`config.mk`:
```
export PLATFORM = sky130hd
export DESIGN_NAME = scan_curvature_and_occlusion_marker
export DESIGN_NICKNAME = d
export VERILOG_FILES = /design/src/rtl/scm_pkg.sv /design/src/rtl/scm_queue.sv /design/src/rtl/scm_front.sv /design/src/rtl/scm_back.sv /design/src/rtl/scan_curvature_and_occlusion_marker.sv
export SDC_FILE = /design/constraint.sdc
export NUM_CORES = 2
export LEC_CHECK = 0
export BUFFER_PORTS_ARGS = -buffer_cell sky130_fd_sc_hd__buf_4
export CAP_MARGIN = 0
export CELL_PAD_IN_SITES_DETAIL_PLACEMENT = 0
export CELL_PAD_IN_SITES_GLOBAL_PLACEMENT = 1
export CORE_ASPECT_RATIO = 0.75
export CORE_MARGIN = 1
export CORE_UTILIZATION = 53
export CTS_CLUSTER_DIAMETER = 120
export DETAILED_ROUTE_END_ITERATION = 6
export PLACE_DENSITY_LB_ADDON = 0.3
export REMOVE_ABC_BUFFERS = 1
export SETUP_SLACK_MARGIN = 0.5
export SYNTH_ARGS = -nofsm -noshare
export SYNTH_HDL_FRONTEND = slang
export SYNTH_HIERARCHICAL = 1
export SYNTH_SLANG_ARGS = --single-unit
```
`constraint.sdc`:
```
create_clock -name clk -period 8.1 [get_ports clk]
set_clock_uncertainty 0.05 [all_clocks]
set_input_delay 0.405 -clock clk [delete_from_list [all_inputs] [get_ports clk]]
set_output_delay 0.405 -clock clk [all_outputs]
set_load 0.01 [all_outputs]
```
`src/rtl/scm_pkg.sv`:
```
// ----------------------------------------------------------------------------
// Scan curvature and occlusion marker: shared package
// Types, register indexes, reset values and window constants used by the
// front, the queue and the back of the marker.
// ----------------------------------------------------------------------------
package scm_pkg;

  // Field widths fixed by the point and result formats.
  localparam int unsigned RANGE_W = 16;
  localparam int unsigned COL_W   = 11;
  localparam int unsigned OIDX_W  = 15;
  localparam int unsigned CURV_W  = 39;
  // Sum of eleven ranges and its magnitude after the centre is taken off.
  localparam int unsigned SUM_W   = 20;
  // Queue entries carry the scan position at the widest counter allowed.
  localparam int unsigned IDX_W   = 16;
  localparam int unsigned SEEN_W  = 5;
  localparam int unsigned MARKS   = 7;

  // Default sizes of the scan.
  localparam int unsigned MAX_POINTS_DEF = 32768;
  localparam int unsigned COLUMNS_DEF    = 2048;

  // Window geometry.
  localparam int unsigned RWIN_DEPTH = 11;
  localparam logic [2:0] LAG        = 3'd6;
  localparam logic [2:0] HALF       = 3'd5;
  localparam logic [2:0] FWD_MARKS  = 3'd5;
  localparam logic [SEEN_W-1:0] SEEN_CAP    = 5'd16;
  localparam logic [SEEN_W-1:0] SEEN_PAIRS  = 5'd7;
  localparam logic [SEEN_W-1:0] SEEN_VALID6 = 5'd12;
  localparam logic [SEEN_W-1:0] SEEN_VALID5 = 5'd11;

  // Depth of the queue between front and back.
  localparam int unsigned QDEPTH = 4;

  // Configuration register indexes.
  localparam logic [1:0] REG_OCC_GAP    = 2'd0;
  localparam logic [1:0] REG_BEAM_RATIO = 2'd1;
  localparam logic [1:0] REG_COL_GAP    = 2'd2;

  // Configuration reset values.
  localparam logic [15:0] OCC_GAP_RST    = 16'd300;
  localparam logic [9:0]  BEAM_RATIO_RST = 10'd20;
  localparam logic [10:0] COL_GAP_RST    = 11'd10;

  // One input word: a point of the scan.
  typedef struct packed {
    logic [RANGE_W-1:0] range_mm;
    logic [COL_W-1:0]   column;
    logic               last_point;
  } in_word_t;

  // One output word: the score and flags of a point.
  typedef struct packed {
    logic [OIDX_W-1:0] point_index;
    logic [CURV_W-1:0] curvature;
    logic              curvature_valid;
    logic              unreliable;
    logic              last_result;
  } out_word_t;

  // One queue entry: everything the back needs to emit the results of a word.
  typedef struct packed {
    logic               flush;
    logic [SEEN_W-1:0]  seen;
    logic [IDX_W-1:0]   newest;
    logic [MARKS-1:0]   marks;
    logic [SUM_W-1:0]   sum5;
    logic [RANGE_W-1:0] r5;
    logic [SUM_W-1:0]   sum6;
    logic [RANGE_W-1:0] r6;
  } entry_t;

  // Queue status seen by both sides.
  typedef struct packed {
    logic full;
    logic nonempty;
  } qstat_t;

endpackage

```
`src/rtl/scm_queue.sv`:
```
// ----------------------------------------------------------------------------
// Scan curvature and occlusion marker: entry queue
// A short first-in first-out store of entries between the front and the back.
// ----------------------------------------------------------------------------
module scm_queue (
  input  logic            clk,
  input  logic            rst_n,
  input  logic            push,
  input  scm_pkg::entry_t push_entry,
  input  logic            pop,
  output scm_pkg::entry_t head_entry,
  output scm_pkg::qstat_t stat
);

  localparam int unsigned PTR_W = $clog2(scm_pkg::QDEPTH);
  localparam int unsigned CNT_W = $clog2(scm_pkg::QDEPTH + 1);

  scm_pkg::entry_t  store_r [scm_pkg::QDEPTH];
  logic [PTR_W-1:0] wptr_r;
  logic [PTR_W-1:0] rptr_r;
  logic [CNT_W-1:0] count_r;
  logic [CNT_W-1:0] count_nxt;

  // Status from the fill count.
  always_comb begin
    stat.full     = (count_r == CNT_W'(scm_pkg::QDEPTH));
    stat.nonempty = (count_r != '0);
    head_entry    = store_r[rptr_r];
  end

  always_comb begin
    count_nxt = count_r;
    if (push && !pop) begin
      count_nxt = count_r + 1'b1;
    end else if (pop && !push) begin
      count_nxt = count_r - 1'b1;
    end
  end

  // Pointers and fill count.
  always_ff @(posedge clk) begin
    if (!rst_n) begin
      wptr_r  <= '0;
      rptr_r  <= '0;
      count_r <= '0;
    end else begin
      count_r <= count_nxt;
      if (push) begin
        wptr_r <= (wptr_r == PTR_W'(scm_pkg::QDEPTH - 1)) ? '0 : wptr_r + 1'b1;
      end
      if (pop) begin
        rptr_r <= (rptr_r == PTR_W'(scm_pkg::QDEPTH - 1)) ? '0 : rptr_r + 1'b1;
      end
    end
  end

  // Entry storage.
  always_ff @(posedge clk) begin
    if (push) begin
      store_r[wptr_r] <= push_entry;
    end
  end

  // The queue is never written when full nor read when empty.
  a_no_overflow: assert property (@(posedge clk) disable iff (!rst_n)
    stat.full && !pop |-> !push)
    else $error("queue written while full");
  a_no_underflow: assert property (@(posedge clk) disable iff (!rst_n)
    pop |-> stat.nonempty)
    else $error("queue read while empty");
  a_count_step: assert property (@(posedge clk) disable iff (!rst_n)
    push && !pop |=> count_r == $past(count_r) + 1'b1)
    else $error("fill count did not follow a push");

endmodule

```
`src/rtl/scm_front.sv`:
```
// ----------------------------------------------------------------------------
// Scan curvature and occlusion marker: front
// Takes points, keeps the range window, running sum and marks, applies the
// occlusion and parallel beam rules, and queues an entry per releasing point.
// ----------------------------------------------------------------------------
module scm_front #(
  parameter int unsigned MAX_POINTS = scm_pkg::MAX_POINTS_DEF,
  parameter int unsigned COLUMNS    = scm_pkg::COLUMNS_DEF
) (
  input  logic              clk,
  input  logic              rst_n,
  input  logic              cfg_we,
  input  logic [1:0]        cfg_idx,
  input  logic [15:0]       cfg_wdata,
  input  logic              in_valid,
  output logic              in_ready,
  input  scm_pkg::in_word_t in_word,
  input  scm_pkg::qstat_t   q_stat,
  output logic              push,
  output scm_pkg::entry_t   push_entry
);

  localparam int unsigned PW = $clog2(MAX_POINTS);
  localparam int unsigned RW = scm_pkg::RANGE_W;
  localparam int unsigned CW = scm_pkg::COL_W;
  localparam int unsigned LIM_W = 26;

  // Configuration.
  logic [15:0]  occ_gap_r;
  logic [9:0]   beam_r;
  logic [10:0]  col_gap_r;

  // Scan state.
  logic [RW-1:0]                  rwin_r [scm_pkg::RWIN_DEPTH];
  logic [CW-1:0]                  col0_r;
  logic [scm_pkg::MARKS-1:0]      mark_r;
  logic [scm_pkg::SUM_W-1:0]      sum_r;
  logic [scm_pkg::SEEN_W-1:0]     seen_r;
  logic [2:0]                     fwd_r;
  logic [PW-1:0]                  pcount_r;

  logic [scm_pkg::MARKS-1:0]      mark_nxt;
  logic [scm_pkg::SUM_W-1:0]      sum_nxt;
  logic [scm_pkg::SEEN_W-1:0]     seen_nxt;
  logic [2:0]                     fwd_nxt;
  logic [PW-1:0]                  pcount_nxt;

  logic          accept;
  logic [RW-1:0] r_in;
  logic [CW-1:0] c_in;
  logic [CW-1:0] col_diff;
  logic [RW-1:0] d10;
  logic [RW-1:0] d21;
  logic [LIM_W-1:0] beam_lim;
  logic          pair_on;

  // Handshake: the front stalls only on a full queue.
  always_comb begin
    in_ready = !q_stat.full;
    accept   = in_valid && in_ready;
    push     = accept && (in_word.last_point || (seen_nxt >= scm_pkg::SEEN_PAIRS));
  end

  // Input word, with the column held inside the image.
  always_comb begin
    r_in = in_word.range_mm;
    c_in = in_word.column;
    if (32'(in_word.column) >= COLUMNS) begin
      c_in = CW'(COLUMNS - 1);
    end
  end

  // Counters and running sum of the eleven newest ranges.
  always_comb begin
    seen_nxt   = (seen_r < scm_pkg::SEEN_CAP) ? seen_r + 1'b1 : seen_r;
    pcount_nxt = (pcount_r == PW'(MAX_POINTS - 1)) ? '0 : pcount_r + 1'b1;
    sum_nxt    = sum_r + scm_pkg::SUM_W'(r_in)
                 - scm_pkg::SUM_W'(rwin_r[scm_pkg::RWIN_DEPTH-1]);
  end

  // Differences for the pair and beam tests.
  always_comb begin
    col_diff = (c_in > col0_r) ? c_in - col0_r : col0_r - c_in;
    d10      = (rwin_r[0] > r_in) ? rwin_r[0] - r_in : r_in - rwin_r[0];
    d21      = (rwin_r[1] > rwin_r[0]) ? rwin_r[1] - rwin_r[0] : rwin_r[0] - rwin_r[1];
    beam_lim = LIM_W'(beam_r) * LIM_W'(rwin_r[0]);
    pair_on  = (seen_nxt >= scm_pkg::SEEN_PAIRS);
  end

  // Marks after shifting in the new point and applying both rules.
  always_comb begin
    mark_nxt    = {mark_r[scm_pkg::MARKS-2:0], (fwd_r != 3'd0)};
    fwd_nxt     = (fwd_r != 3'd0) ? fwd_r - 1'b1 : fwd_r;
    if (pair_on) begin
      if (col_diff < col_gap_r) begin
        if ((rwin_r[0] > r_in) && (d10 > occ_gap_r)) begin
          // Nearer point ahead: the six points behind it are hidden.
          mark_nxt[scm_pkg::MARKS-1:1] = '1;
        end else if ((r_in > rwin_r[0]) && (d10 > occ_gap_r)) begin
          // Nearer point behind: this one and the next five are hidden.
          mark_nxt[0] = 1'b1;
          fwd_nxt     = scm_pkg::FWD_MARKS;
        end
      end
      if (({d21, 10'b0} > beam_lim) && ({d10, 10'b0} > beam_lim)) begin
        mark_nxt[1] = 1'b1;
      end
    end
  end

  // Entry for the back.
  always_comb begin
    push_entry.flush  = in_word.last_point;
    push_entry.seen   = seen_nxt;
    push_entry.newest = scm_pkg::IDX_W'(pcount_r);
    push_entry.marks  = mark_nxt;
    push_entry.sum5   = sum_nxt;
    push_entry.r5     = rwin_r[4];
    push_entry.sum6   = sum_r;
    push_entry.r6     = rwin_r[5];
  end

  // Configuration writes.
  always_ff @(posedge clk) begin
    if (!rst_n) begin
      occ_gap_r <= scm_pkg::OCC_GAP_RST;
      beam_r    <= scm_pkg::BEAM_RATIO_RST;
      col_gap_r <= scm_pkg::COL_GAP_RST;
    end else if (cfg_we) begin
      case (cfg_idx)
        scm_pkg::REG_OCC_GAP:    occ_gap_r <= cfg_wdata;
        scm_pkg::REG_BEAM_RATIO: beam_r    <= cfg_wdata[9:0];
        scm_pkg::REG_COL_GAP:    col_gap_r <= cfg_wdata[10:0];
        default: ;
      endcase
    end
  end

  // Scan state: shifted on each word, cleared after the last point.
  always_ff @(posedge clk) begin
    if (!rst_n || (accept && in_word.last_point)) begin
      for (int k = 0; k < scm_pkg::RWIN_DEPTH; k++) begin
        rwin_r[k] <= '0;
      end
      col0_r   <= '0;
      mark_r   <= '0;
      sum_r    <= '0;
      seen_r   <= '0;
      fwd_r    <= '0;
      pcount_r <= '0;
    end else if (accept) begin
      rwin_r[0] <= r_in;
      for (int k = 1; k < scm_pkg::RWIN_DEPTH; k++) begin
        rwin_r[k] <= rwin_r[k-1];
      end
      col0_r   <= c_in;
      mark_r   <= mark_nxt;
      sum_r    <= sum_nxt;
      seen_r   <= seen_nxt;
      fwd_r    <= fwd_nxt;
      pcount_r <= pcount_nxt;
    end
  end

endmodule

```
`src/rtl/scm_back.sv`:
```
// ----------------------------------------------------------------------------
// Scan curvature and occlusion marker: back
// Expands queue entries into results, one a cycle while taken, via a magnitude
// stage and a squaring stage that also serves as the output register.
// ----------------------------------------------------------------------------
module scm_back #(
  parameter int unsigned MAX_POINTS = scm_pkg::MAX_POINTS_DEF
) (
  input  logic               clk,
  input  logic               rst_n,
  input  scm_pkg::entry_t    head_entry,
  input  scm_pkg::qstat_t    q_stat,
  output logic               pop,
  output logic               out_valid,
  input  logic               out_ready,
  output scm_pkg::out_word_t out_word
);

  localparam int unsigned PW = $clog2(MAX_POINTS);
  localparam int unsigned SW = scm_pkg::SUM_W;

  logic [2:0]  cnt_r;
  logic [2:0]  cnt_nxt;
  logic [2:0]  jmax;
  logic [2:0]  jpos;
  logic        issue;
  logic        entry_done;
  logic        cv;
  logic [PW-1:0] newest;
  logic [PW:0]   wrapped;
  logic [PW-1:0] pidx;
  logic [SW-1:0] sum_sel;
  logic [SW-1:0] r11;
  logic [SW-1:0] mag;

  // Magnitude stage.
  logic                       s1_valid_r;
  logic [scm_pkg::OIDX_W-1:0] s1_idx_r;
  logic [SW-1:0]              s1_mag_r;
  logic                       s1_cv_r;
  logic                       s1_unrel_r;
  logic                       s1_last_r;

  // Output stage.
  logic                s2_valid_r;
  scm_pkg::out_word_t  s2_word_r;

  logic s1_load;
  logic s2_load;

  // Stage flow: each stage moves when the one after it has room.
  always_comb begin
    s2_load = !s2_valid_r || out_ready;
    s1_load = !s1_valid_r || s2_load;
    issue   = q_stat.nonempty && s1_load;
  end

  // Position in the window of the result now being issued.
  always_comb begin
    jmax = (head_entry.seen > scm_pkg::SEEN_PAIRS) ? scm_pkg::LAG
           : 3'(head_entry.seen - 1'b1);
    jpos       = head_entry.flush ? jmax - cnt_r : scm_pkg::LAG;
    entry_done = !head_entry.flush || (jpos == 3'd0);
    pop        = issue && entry_done;
    cnt_nxt    = pop ? 3'd0 : (issue ? cnt_r + 1'b1 : cnt_r);
  end

  // Curvature is only defined with five neighbours on each side.
  always_comb begin
    cv = ((jpos == scm_pkg::LAG) && (head_entry.seen >= scm_pkg::SEEN_VALID6)) ||
         (head_entry.flush && (jpos == scm_pkg::HALF) &&
          (head_entry.seen >= scm_pkg::SEEN_VALID5));
  end

  // Scan position of the point, wrapping at the scan length.
  always_comb begin
    newest  = head_entry.newest[PW-1:0];
    wrapped = {1'b0, newest} + (PW+1)'(MAX_POINTS) - (PW+1)'(jpos);
    pidx    = (newest >= PW'(jpos)) ? newest - PW'(jpos) : wrapped[PW-1:0];
  end

  // Neighbour sum less ten times the centre, as eleven-point sum less 11r.
  always_comb begin
    if (jpos == scm_pkg::LAG) begin
      sum_sel = head_entry.sum6;
      r11     = (SW'(head_entry.r6) << 3) + (SW'(head_entry.r6) << 1) + SW'(head_entry.r6);
    end else begin
      sum_sel = head_entry.sum5;
      r11     = (SW'(head_entry.r5) << 3) + (SW'(head_entry.r5) << 1) + SW'(head_entry.r5);
    end
    mag = (sum_sel >= r11) ? sum_sel - r11 : r11 - sum_sel;
    if (!cv) begin
      mag = '0;
    end
  end

  // Control registers.
  always_ff @(posedge clk) begin
    if (!rst_n) begin
      cnt_r      <= '0;
      s1_valid_r <= 1'b0;
      s2_valid_r <= 1'b0;
    end else begin
      cnt_r <= cnt_nxt;
      if (s1_load) begin
        s1_valid_r <= issue;
      end
      if (s2_load) begin
        s2_valid_r <= s1_valid_r;
      end
    end
  end

  // Magnitude stage payload.
  always_ff @(posedge clk) begin
    if (s1_load) begin
      s1_idx_r   <= scm_pkg::OIDX_W'(pidx);
      s1_mag_r   <= mag;
      s1_cv_r    <= cv;
      s1_unrel_r <= head_entry.marks[jpos];
      s1_last_r  <= head_entry.flush && (jpos == 3'd0);
    end
  end

  // Squaring stage payload.
  always_ff @(posedge clk) begin
    if (s2_load) begin
      s2_word_r.point_index     <= s1_idx_r;
      s2_word_r.curvature       <= scm_pkg::CURV_W'((2*SW)'(s1_mag_r) * (2*SW)'(s1_mag_r));
      s2_word_r.curvature_valid <= s1_cv_r;
      s2_word_r.unreliable      <= s1_unrel_r;
      s2_word_r.last_result     <= s1_last_r;
    end
  end

  always_comb begin
    out_valid = s2_valid_r;
    out_word  = s2_word_r;
  end

  // A word whose curvature is not valid carries a zero score.
  a_invalid_zero: assert property (@(posedge clk) disable iff (!rst_n)
    out_valid && !out_word.curvature_valid |-> out_word.curvature == '0)
    else $error("invalid curvature is not zero");
  // The last result of a scan closes its queue entry.
  a_last_pops: assert property (@(posedge clk) disable iff (!rst_n)
    issue && head_entry.flush && (jpos == 3'd0) |-> pop)
    else $error("last result issued without closing its entry");
  // A flush never issues more than seven results.
  a_cnt_bound: assert property (@(posedge clk) disable iff (!rst_n)
    cnt_r <= scm_pkg::LAG)
    else $error("result counter beyond the window");
  // A stalled magnitude stage keeps its word.
  a_s1_hold: assert property (@(posedge clk) disable iff (!rst_n)
    s1_valid_r && !s2_load |=> s1_valid_r && $stable(s1_mag_r))
    else $error("magnitude stage lost a word under stall");

endmodule

```
`src/rtl/scan_curvature_and_occlusion_marker.sv`:
```
// ----------------------------------------------------------------------------
// Scan curvature and occlusion marker: top level
// Streams one lidar scan's points and returns a curvature score and an
// unreliable flag for each point, six points behind the input.
// ----------------------------------------------------------------------------
// The block takes one point per clock cycle while its results are taken every
// cycle. A point's result is released by the sixth point after it and goes
// through the queue, the magnitude stage and the output register; the last
// point of a scan flushes every point still held, up to seven results, from a
// single queue entry. The back issues one result per cycle while its output is
// taken; a scan ending adds up to six extra results. The four-entry queue
// holds that flush entry and three more behind it, so the front keeps taking
// points while it drains unless more than three further entries arrive first,
// as when very short scans follow one another; the input then stalls until the
// back catches up. Points within five of either end of the scan report
// curvature 0 with curvature_valid low. No clearing pass is needed after reset.
// Configuration is written through cfg_we, cfg_idx and cfg_wdata between
// scans or while the block is idle.
// ----------------------------------------------------------------------------
module scan_curvature_and_occlusion_marker #(
  parameter int unsigned MAX_POINTS = scm_pkg::MAX_POINTS_DEF,
  parameter int unsigned COLUMNS    = scm_pkg::COLUMNS_DEF
) (
  input  logic               clk,
  input  logic               rst_n,
  input  logic               cfg_we,
  input  logic [1:0]         cfg_idx,
  input  logic [15:0]        cfg_wdata,
  input  logic               in_valid,
  output logic               in_ready,
  input  scm_pkg::in_word_t  in_word,
  output logic               out_valid,
  input  logic               out_ready,
  output scm_pkg::out_word_t out_word
);

  scm_pkg::entry_t push_entry;
  scm_pkg::entry_t head_entry;
  scm_pkg::qstat_t q_stat;
  logic            push;
  logic            pop;

  // Front: window, rules and entry building.
  scm_front #(
    .MAX_POINTS (MAX_POINTS),
    .COLUMNS    (COLUMNS)
  ) u_front (
    .clk        (clk),
    .rst_n      (rst_n),
    .cfg_we     (cfg_we),
    .cfg_idx    (cfg_idx),
    .cfg_wdata  (cfg_wdata),
    .in_valid   (in_valid),
    .in_ready   (in_ready),
    .in_word    (in_word),
    .q_stat     (q_stat),
    .push       (push),
    .push_entry (push_entry)
  );

  // Queue between the two sides.
  scm_queue u_queue (
    .clk        (clk),
    .rst_n      (rst_n),
    .push       (push),
    .push_entry (push_entry),
    .pop        (pop),
    .head_entry (head_entry),
    .stat       (q_stat)
  );

  // Back: scoring and output.
  scm_back #(
    .MAX_POINTS (MAX_POINTS)
  ) u_back (
    .clk        (clk),
    .rst_n      (rst_n),
    .head_entry (head_entry),
    .q_stat     (q_stat),
    .pop        (pop),
    .out_valid  (out_valid),
    .out_ready  (out_ready),
    .out_word   (out_word)
  );

endmodule

```
======== Word level (Yosys, flattened, before mapping) ========
Memories as Yosys holds them, arrays and structs flattened. A register that Yosys moved wholly into a read port is not among the register bits.
Cells that the tools add are included.
operators by class
  $add $sub $neg .......................... 27
  multipliers ............................. 2
  order comparisons ....................... 16
  eq/ne operators ......................... 8
  muxes and demuxes ....................... 48
  bitwise logic cells ..................... 12
  reductions and logical operators ........ 36
operators with widths
  kind                                                             count
  16-bit two-way mux                                               13
  16-bit > comparator                                              4
  16-bit subtractor                                                4
  20-bit by 16-bit adder with 20-bit output                        3
  20-bit two-way mux                                               3
  26-bit > comparator                                              2
  19-bit by 17-bit adder with 20-bit output                        2
  20-bit subtractor                                                2
  20-bit by 20-bit multiplier with 39-bit output                   1
  15-bit by 1-bit adder with 15-bit output, second input constant  2
  15-bit two-way mux                                               2
  15-bit by 3-bit subtractor with 15-bit output                    2
  3-bit two-way mux                                                9
  10-bit by 16-bit multiplier with 26-bit output                   1
  11-bit subtractor                                                2
  20-bit greater-or-equal comparator                               1
  20-bit by 16-bit subtractor with 20-bit output                   1
  15-bit equality test, second input constant                      1
  15-bit by 3-bit greater-or-equal comparator with 1-bit output    1
  1-bit logical AND                                                14
  7-bit two-way mux                                                2
  11-bit > comparator                                              1
  11-bit < comparator                                              1
  1-bit two-way mux                                                11
  28 further kinds                                                 64
storage, ports and cells
  register bits ........................... 204
  RAM bits ................................ 576
  input bits .............................. 51
  output and inout bits ................... 59
  logic and storage cells ................. 176
  memories kept ........................... 2
memory list
  memory           words  width  rd ports  clocked after Yosys merged registers in  wr ports  RTL line         source
  u_queue.store_r  4      100    1         1                                        1         scm_queue.sv:18  scm_pkg::entry_t store_r [scm_pkg::QDEPTH];
  u_front.rwin_r   11     16     11        0                                        11        scm_front.sv:34  logic [RW-1:0] rwin_r [scm_pkg::RWIN_DEPTH];

======== Depth between registers and ports, before layout ========
  depth after elaboration ................. 10
  depth in mapped cells ................... 31
  depth with buffers taken out ............ 29

======== Cells and area by module ========
Netlist, hierarchy kept.
by module, submodules not included
  module     times used  cells an instance  area an instance (sq um)  seq. area each (sq um)
  scm_front  1           2370               22213.8                   7226.9
  scm_back   1           2058               19755.2                   2922.8
  scm_queue  1           571                15035.7                   12311.8

======== Least setup slack after synthesis ========
OpenSTA, ideal clock, no wires.
  path kind ............................... register to register
  start point ............................. register u_front.beam_r[1]
  end point ............................... memory u_queue/store_r[0][73] (netlist name), data pin
  setup time .............................. 0.273 ns
  data arrival time ....................... 6.745 ns
  required time ........................... 7.777 ns
  slack ................................... 1.032 ns
  stages on the path, launching flop included .. 31
  path buffers ............................ 2
  period minus slack after synthesis ...... 7.068 ns
  path through ............................ dfxtp_1 > clkbuf_1 > clkbuf_1 > nand2_1 > fa_1 > inv_1 > fa_1 > inv_1 > fa_1 > inv_1 > fa_1 > inv_1 > fa_1 > inv_1 > ha_1 > and3_1 > and2_1 > a221oi_1 > nand2_1 > a21oi_1 > o21bai_1 > a21oi_1 > o21bai_1 > xnor2_1 > ha_1 > a21oi_1 > o21ai_0 > maj3_1 > o311a_1 > o211ai_1 > o21ai_1
RTL lines
  element                 RTL line          source
  start, declared         scm_front.sv:30   logic [9:0] beam_r;
  start signal, assigned  scm_front.sv:127  beam_r <= scm_pkg::BEAM_RATIO_RST;
  start signal, assigned  scm_front.sv:132  scm_pkg::REG_BEAM_RATIO: beam_r <= cfg_wdata[9:0];
  end, declared           scm_queue.sv:18

======== Worst setup path in the final report ========
  start point ............................. register u_back.s1_mag_r[10]
  end point ............................... register u_back.s2_word_r (netlist bit u_back/out_word[41]), data pin
between the ends
  longest elaborated chain between the ends .. 1
ends and longest elaborated chain
  element                                         RTL line         source
  start, declared                                 scm_back.sv:39   logic [SW-1:0] s1_mag_r;
  start signal, assigned                          scm_back.sv:118  s1_mag_r <= mag;
  20-bit by 20-bit multiplier with 39-bit output  scm_back.sv:129  s2_word_r.curvature <= scm_pkg::CURV_W'((2*SW)'(s1_mag_r) * (2*SW)'(s1_mag_r));
  end, declared                                   scm_back.sv:46   scm_pkg::out_word_t s2_word_r;
No other way between the ends.
A chain may end at the register's enable or synchronous reset.

==> key figures <==
Placement
  • Detailed placement HPWL: 101 mm
  • Port Buffers: 108
  • DP Worst Slack: 0.402 ns
  • Post-Place Cells: 6352
  • Post-DP Area: 58900 sq um
  • GPL Wtd Cong: 0.931

CTS
  • Clk sinks: 781
  • CTS tree: done
  • CTS clk-pin slew, worst paths: 0.06 ns
  • Root Driver: clkbuf_16
  • Longest Clk Path Bufs: 3
  • Htree depth: 3
  • Cts bufs inserted: 80
  • Worst skew pair latency: 0.67 ns

Worst setup path
  • Most frequent CP cell: fa_1
  • CP bufs+invs: 6
  • CP startpoint kind: flop
  • R2r startpoint: u_back/s1_mag_r[10]
  • Worst R2R Setup Slack: 0.85 ns
  • CP max stage delay: 0.55 ns
  • Worst Path Arrival: 7.60 ns
  • CP startpoint: u_back/s1_mag_r[10]
  • Crit. End Element: flop
  • Crit-path cells: buf_4 > nand2_1 > inv_1 > fa_1 > inv_1 > fa_1 > fa_1 > inv_1 > fa_1 > fa_1 > fa_1 > inv_1 > fa_1 > inv_1 > ha_1 > a21oi_1 > o21ai_1 > a311oi_2 > a22oi_1 > a311oi_2 > o21ai_1 > a221oi_2 > xnor2_1
  • Worst path slowest cell: fa_1
  • Top delay family on crit path: adder cells
  • Worst Path Max Fanout: 14
  • Crit Path Class: reg2reg
  • CP required: 8.45 ns

STA
  • Final Hold Viols: 0
  • Worst-Margin Slew: 1.05 ns
  • Slew Limit Fails: 0
  • Max Freq: 0.138 GHz
  • Setup-failing EPs final: 0
  • Worst slew margin: 0.301
  • Final clock period utilization by the worst path: 0.895
  • Tmin final: 7.25 ns
  • Final worst setup slack: 0.854 ns
  • Worst hold slack: 0.0576 ns
  • Unrepaired setup endpoints after global routing: false

Floorplan
  • Row cnt: 103
  • Chip Height: 286 um
  • Initial Util: 0.537
  • Ports: 110
  • Die Width: 380 um
  • Core Area: 106000 sq um
  • Die ar.: 109000 sq um

Detailed routing
  • Met2 Wirelength: 58.0 mm
  • Final wirelength: 135 mm
  • DRT Pass-1 Iters: 5
  • Drt via density: 5.57
  • Drt drc: 0
  • Final ANT Viol Nets: 0
  • 1st-iter DRT viols: 2986
  • M1 WL: 63.9 mm
  • Routed length on met3: 10.2 mm
  • Vias: 36568
  • Drt wl/cell: 20.5 um
  • Top Metal Used: met5

Layout
  • Layout cells sized above 1: 0.104
  • Commonest non-fill, non-tap cell in the layout: inv_1
  • Most frequent cells in the layout: inv_1, edfxtp_1, ha_1, fa_1, nand2_1
  • Finished Cell Area: 62100 sq um
  • Final Instance Count excl. Fillers: 6566
  • Nets: 6034
  • Layout area overhead: 9.22%
  • # diodes: 0

Yosys
  • Synthesized cell area: 56900 sq um
  • Syn Area/Cell: 11.4 sq um
  • Post-Synthesis Cells: 4992
  • YS warnings: 6

Global routing
  • Vias in the first global route: 36035
  • First-pass GRT wire length: 210 mm
  • Largest net degree at the start of global routing: 123
  • Gr usage total: 0.249
  • Gr ovfl total: 0
  • Initial antenna violation count: 1

Worst hold path
  • Critical hold path startpoint: out_ready
  • Hold/Removal Path Class: in2reg

Run
  • Max_cap viols: 0

Run status
  • Status: finished clean
state kept, by name (all words and copies together), names as in the netlist, 2 cells and up, named ones only:
name and cells:
u_front/mark_r 6, u_front/sum_r 20, u_front/seen_r 5, u_queue/rptr_r 2, u_front/fwd_r 3, u_back/s1_idx_r 15, u_front/beam_r 10, u_front/pcount_r 15
u_queue/wptr_r 2, u_queue/store_r 400, u_front/rwin_r 176, u_back/out_word 56, u_queue/count_r 3, u_front/occ_gap_r 16, u_front/col_gap_r 11, u_front/col0_r 11
u_back/cnt_r 3, u_back/s1_mag_r 20
area by class of cell:
| cell class | count | area [sq um] |
|---|---|---|
| clock inverter | 43 | 434 |
| fill | 8680 | 43700 |
| clock buffer | 107 | 2130 |
| multi-input combinational | 3230 | 30700 |
| sequential | 781 | 22400 |
| timing repair buffer | 243 | 1920 |
| tap | 1417 | 1770 |
| inverter | 745 | 2800 |
metal layers:
metal	track usage	vias up
met3	0.0552	150
met5	0	-
met4	0.0530	2
met1	0.378	18102
met2	0.366	1082
li1	-	17232
worst paths after layout:
path	depth (start not counted)	end
worst min-delay path	3	u_back/out_word[0]
worst min register to register	0	u_back/out_word[2]
worst max-delay path	23	u_back/out_word[41]
worst max register to register	23	u_back/out_word[41]
tightest hold or removal path: cells and delay by family:
kind | cells | cell delay (ns)
buffers and inverters | 2 | 0.16
and+or+nand+nor | 1 | 0.09
metrics by stage:
step	util	TNS, ns
final	0.587	0
after global routing	0.587	0
after CTS	0.584	0
after detailed placement	0.556	0
after global placement	0.556	0
after floorplan	-	-195.74
repair_timing:
action                     CTS  global route
pin swaps                    0             6
hold buffers                29             0
setup endpoints to repair    4            15
setup buffers                2            33
hold endpoints to repair    54             0
gates resized for setup      1            24
Power is left out: the tool's default activity adds up to more than one toggle a clock period on the data nets, which glitch-free logic cannot reach.
